`config.mk`:
```
export PLATFORM = sky130hd
export DESIGN_NAME = ffba_alu
export DESIGN_NICKNAME = d
export VERILOG_FILES = /design/src/rtl/ffba_pkg.sv /design/src/rtl/ffba_alu.sv
export SDC_FILE = /design/constraint.sdc
export NUM_CORES = 1
export LEC_CHECK = 0
export BUFFER_PORTS_ARGS = -buffer_cell sky130_fd_sc_hd__buf_2
export CAP_MARGIN = 40
export CORE_ASPECT_RATIO = 0.8
export CORE_MARGIN = 4
export CORE_UTILIZATION = 35
export DETAILED_ROUTE_END_ITERATION = 8
export GPL_TIMING_DRIVEN = 0
export PLACE_DENSITY = 0.8
export SKIP_LAST_GASP = 1
export SLEW_MARGIN = 5
export SYNTH_ARGS = -nofsm -noshare
export SYNTH_HDL_FRONTEND = slang
export SYNTH_SLANG_ARGS = --single-unit
```
`constraint.sdc`:
```
create_clock -name vclk -period 3.4
set_input_delay 0.68 -clock vclk [all_inputs]
set_output_delay 0.68 -clock vclk [all_outputs]
set_load 0.05 [all_outputs]
```
`src/rtl/ffba_pkg.sv`:
```
`timescale 1ns / 1ps
// Shared types, constants and field layouts of the first-fit block allocator.
package ffba_pkg;

    localparam int WORD_BYTES     = 8;
    localparam int WB_SH          = $clog2(WORD_BYTES);
    localparam int POOL_WORDS_DEF = 1024;

    // Byte offsets inside the pool, with headroom for block-end sums.
    localparam int OFF_W = 16;
    // Width of one stored block header.
    localparam int HDR_W = 14;
    localparam int CFG_W = 14;

    localparam logic [CFG_W-1:0] CFG_POOL_RESET = 14'h2000;

    localparam logic [HDR_W-1:0] FLAG_USED = HDR_W'(1);

    // Adder constants derived from the word size.
    localparam logic [OFF_W-1:0] K_WB     = OFF_W'(WORD_BYTES);
    localparam logic [OFF_W-1:0] K_RND    = OFF_W'(WORD_BYTES - 1);
    localparam logic [OFF_W-1:0] K_NWB    = OFF_W'(-WORD_BYTES);
    localparam logic [OFF_W-1:0] K_NWB_P1 = OFF_W'(1 - WORD_BYTES);
    localparam logic [OFF_W-1:0] K_N2WB   = OFF_W'(-2 * WORD_BYTES);
    localparam logic [OFF_W-1:0] K_2WB    = OFF_W'(2 * WORD_BYTES);

    localparam logic [1:0] FUNC_ALLOC = 2'd0;
    localparam logic [1:0] FUNC_FREE  = 2'd1;
    localparam logic [1:0] FUNC_QUERY = 2'd2;

    localparam logic [1:0] ST_OK   = 2'd0;
    localparam logic [1:0] ST_OOM  = 2'd1;
    localparam logic [1:0] ST_ZERO = 2'd2;

    typedef struct packed {
        logic [1:0]  func;
        logic [12:0] req_size;
        logic [12:0] address;
    } t_in_item;

    typedef struct packed {
        logic [1:0]  status;
        logic [12:0] block_address;
        logic [12:0] largest_free;
    } t_out_item;

    // Operands of the shared adder: sum = a + b + k.
    typedef struct packed {
        logic [OFF_W-1:0] a;
        logic [OFF_W-1:0] b;
        logic [OFF_W-1:0] k;
    } t_alu_op;

    typedef enum logic [3:0] {
        S_INIT,
        S_IDLE,
        S_M_RD,
        S_M_CHK,
        S_N_RD,
        S_N_CHK,
        S_W_RD,
        S_W_CHK,
        S_A_POS,
        S_A_REM,
        S_A_HDR,
        S_F_RD,
        S_F_CHK,
        S_DONE
    } t_state;

endpackage

```
`src/rtl/ffba_alu.sv`:
```
`timescale 1ns / 1ps
// Shared three-operand adder used for the sequencer's offset and size sums.
module ffba_alu (
    input  ffba_pkg::t_alu_op                 i_op,
    output logic [ffba_pkg::OFF_W-1:0]        o_sum
);
    import ffba_pkg::*;

    assign o_sum = i_op.a + i_op.b + i_op.k;

endmodule

```
# == Word level (Yosys, flattened, before mapping) ==
# Cells that the tools add are included.
# op_classes
n_addsub,2
# op_table
op,count
adder 16 bit,2
# word_totals
reg_bits,0
in_bits,48

# == Depth between registers and ports, before layout ==
# logic_depth
ltp_word,2
mapped_depth,11
depth_no_buf,11

# == Worst setup path before layout ==
# OpenSTA, ideal clock, no wires.
# synth_timing
path_kind,in2out
startpoint,in i_op[1] (netlist name)
endpoint,out o_sum[9] (netlist name)
arrival_ns,3.132
t_required_ns,2.720
slack_ns,-0.412
cell_stages,9
cell_sequence,fa_1 > ha_1 > inv_1 > fa_1 > nor2b_1 > o2111ai_1 > nand2_1 > a31oi_1 > xnor2_1
# synth_via
elab_chain_len,1
# synth_rtl
element,line,source
from (decl),ffba_alu.sv:4,"input ffba_pkg::t_alu_op i_op,"
adder 16 bit,ffba_alu.sv:9,assign o_sum = i_op.a + i_op.b + i_op.k;
to (decl),ffba_alu.sv:5,output logic [ffba_pkg::OFF_W-1:0] o_sum
# Every way passes these cells.

# == Worst setup path in the final report ==
# layout_timing
startpoint,in i_op[1] (netlist name)
endpoint,out o_sum[13] (netlist name)
# Same word-level chain as after synthesis.

==> flow_summary.json <==
{
  "gr-usage-met3_pct": 2.020,
  "cpMaxStageDelayCell": "fa_1",
  "cap_violations": 0,
  "min_path_type": "input port to output port",
  "grt_pass1_wl_mm": 4.616,
  "total_power_mw": 1.000,
  "drt_drc_violations_left": 0,
  "critPathKind": "input port to output port",
  "clockBufferCount": 0,
  "wire_per_inst_um": 12.96,
  "grtUsageTotal_pct": 14.81,
  "synth_top_area_share_pct": 31.72,
  "irDropWorstVdd_v": 0.0002701,
  "globalplace.congestion": 0.7507,
  "fp.dieArea_sq_mm": 0.003814,
  "finalNetCount": 264,
  "synth.cells.most_frequent": "fa_1 (16), ha_1 (14), a21oi_1 (12), inv_1 (12), xnor2_1 (8)",
  "final-max-slew-violation-count": 0,
  "num_rows": 17,
  "worst-slew-pin-transition_ns": 0.3216,
  "sequential_cell_total": 0,
  "status": "complete, but fails checks",
  "die-height_um": 56.04,
  "synthDominantAreaCellType": "fa_1",
  "yosysMostFrequentCell": "fa_1",
  "post_route_cells_drive_above_1_share_pct": 58.15,
  "cellPowerDensity_mw_per_mm2": 571.0,
  "total_leakage_power_nw": 0.8200,
  "sequentialPowerShare_pct": 0,
  "yosys.cell_types.count": 29,
  "p_comb_share_pct": 100.0,
  "finalSetupTns_ns": -0.5376,
  "detailedRoute.firstIterationViolations": 11,
  "globalRouteMet2Util_pct": 29.81,
  "timing.final.crit_period_ns": 3.589,
  "grt_max_degree": 8,
  "p_switching_mw": 0.6129,
  "worst_path_largest_cell_delay_ns": 0.55,
  "crit_path_end_kind": "output port",
  "intPower_mw": 0.3873,
  "utilization_pct": 63.35,
  "timing.max_slew.rel_slack_pct": 78.41,
  "floorplan.initialDensity_pct": 36.52,
  "synth.cell_area_sq_mm": 0.001010,
  "final-hold-violation-count": 0,
  "num_vias": 1101,
  "path_common_cell": "buf_6",
  "postRouteAntennaNets": 0,
  "start_kind": "input port",
  "yosys-top-cells-area": "fa_1 (32%), ha_1 (17%), xnor2_1 (6.9%)",
  "area_growth_syn_to_layout_pct": 73.48,
  "clock_share_of_power_pct": 0,
  "dp_slack_ns": -0.3477,
  "antenna_found_initial": 0,
  "synth_nets": 190,
  "detailedPlacementHpwl_mm": 2.369,
  "detailed_place.area_sq_mm": 0.001455,
  "detail_route.first_pass.iterations": 4,
  "synthCells": 112,
  "maxClockFrequency_mhz": 278.7,
  "holdPathEnd": "o_sum[0]",
  "p_sw_share_pct": 61.28,
  "share_of_the_yosys_chip_area_belonging_to_registers_pct": 0,
  "failing_checks": "negative setup slack",
  "crit_fanout": 3,
  "syn_avg_cell_area_sq_um": 9.015,
  "antenna_cells": 0,
  "crit_start": "i_op[1]",
  "design.portCount": 64,
  "design.core.area_sq_mm": 0.002765,
  "cts-hold-fix-buffers": 0,
  "number_of_vias_per_cell": 4.959,
  "grt_setup_unrepaired": "yes",
  "crit_path_cell_trace": "buf_6 -> fa_1 -> ha_2 -> inv_2 -> fa_2 -> nor2b_2 -> o2111ai_2 -> a21o_1 -> nand3b_1 -> xor2_4 -> buf_6",
  "crit_arrival_ns": 2.91,
  "port_buffers": 64,
  "critPathRequiredTime_ns": 2.72,
  "detail_route.wirelength_mm": 2.878,
  "met1_usage_pct": 16.77,
  "hold_start": "i_op[32]",
  "sequential_cell_area_sq_um": 0,
  "worst_hold_path.num_cells": 5,
  "final_area_sq_mm": 0.001752,
  "post_route_clock_period_utilization_pct": 105.5,
  "timing.final.ws_setup_ns": -0.1886,
  "finalSetupViolations": 5,
  "die_width_um": 68.05,
  "grt-ovfl-total": 0,
  "grt.busiest_layer": "met2",
  "via_count_of_the_first_global_routing_pass": 1151,
  "yosys_warnings": 0
}
## worst max-delay path by stage
stage           endpoint  slack (ns)  depth (start not counted)
2_1_floorplan   o_sum[5]       -0.15                          8
3_3_place_gp   o_sum[13]       -0.35                         11
3_5_place_dp   o_sum[13]       -0.35                         11
4_1_cts        o_sum[13]       -0.19                         11
5_1_grt        o_sum[13]       -0.28                         11
6_report       o_sum[13]       -0.19                         11
## stage by stage
step | hold slack, ns | instances
2_1_floorplan | 1.739 | 112
5_1_grt | 1.943 | 222
3_5_place_dp | 1.894 | 214
6_report | 1.884 | 222
4_1_cts | 1.894 | 219
3_3_place_gp | 1.881 | 214
## layout by cell type, fill, tap and decap left out, types with 2 or more instances in the layout
master,count
buf_6,9
a21oi_2,3
inv_1,11
nand2_1,3
nor2b_1,2
o21ai_2,2
nand4_1,2
xnor2_1,4
o21bai_1,2
buf_4,8
nand3_1,6
a21o_1,5
xor2_1,3
xnor2_2,3
buf_2,54
a21oi_1,6
ha_1,6
nand3_2,2
fa_1,15
nor2_1,2
ha_4,4
ha_2,4
a21oi_4,3
xor2_2,2
## layer usage
metal | up-vias | share of wire [%] | routed length (um)
met2 | 52 | 53 | 1513
met5 | - | 0 | 0
li1 | 548 | - | -
met1 | 501 | 36 | 1046
met4 | 0 | 0 | 0
met3 | 0 | 11 | 318
## cell type report
type | instances | area [sq um]
fill | 231 | 1013
tap | 38 | 47.55
inverter | 12 | 45.04
timing repair buffer | 72 | 451.7
multi-input combinational | 100 | 1207
## logic make-up (layout without fill, tap and decap cells)
group	after synthesis	count (layout)	share of synthesized area, %
compound gates	32	32	20.82
xor+xnor	14	14	12.14
fa+ha+maj	30	30	49.07
buf+inv	12	84	4.461
mux	1	1	0.9914
simple gates	23	23	12.52
## critical path: cells and delay by family
family	cells	cell delay [ns]
AOI/OAI and AO/OA	2	0.35
xor gates and xnor gates	1	0.16
adders and majority gates	3	1.09
buffers and inverters	3	0.30
and+or+nand+nor	2	0.33
## what timing repair did
item / in CTS / in global routing
pin swaps: 12 / 12
resized for setup: 41 / 11
buffers inserted: 5 / 4
gates cloned: 0 / 0
setup endpoints to repair: 9 / 9
endpoints found under the hold margin: 0 / 0
## power by group through the flow
stage          clock network (mW)  logic (mW)  registers (mW)
2_1_floorplan                   0       0.631               0
3_3_place_gp                    0       0.789               0
3_5_place_dp                    0       0.801               0
4_1_cts                         0       0.948               0
5_1_grt                         0        1.07               0
6_report                        0        1.00               0
Note: power is estimated with default switching activity, not from simulation.
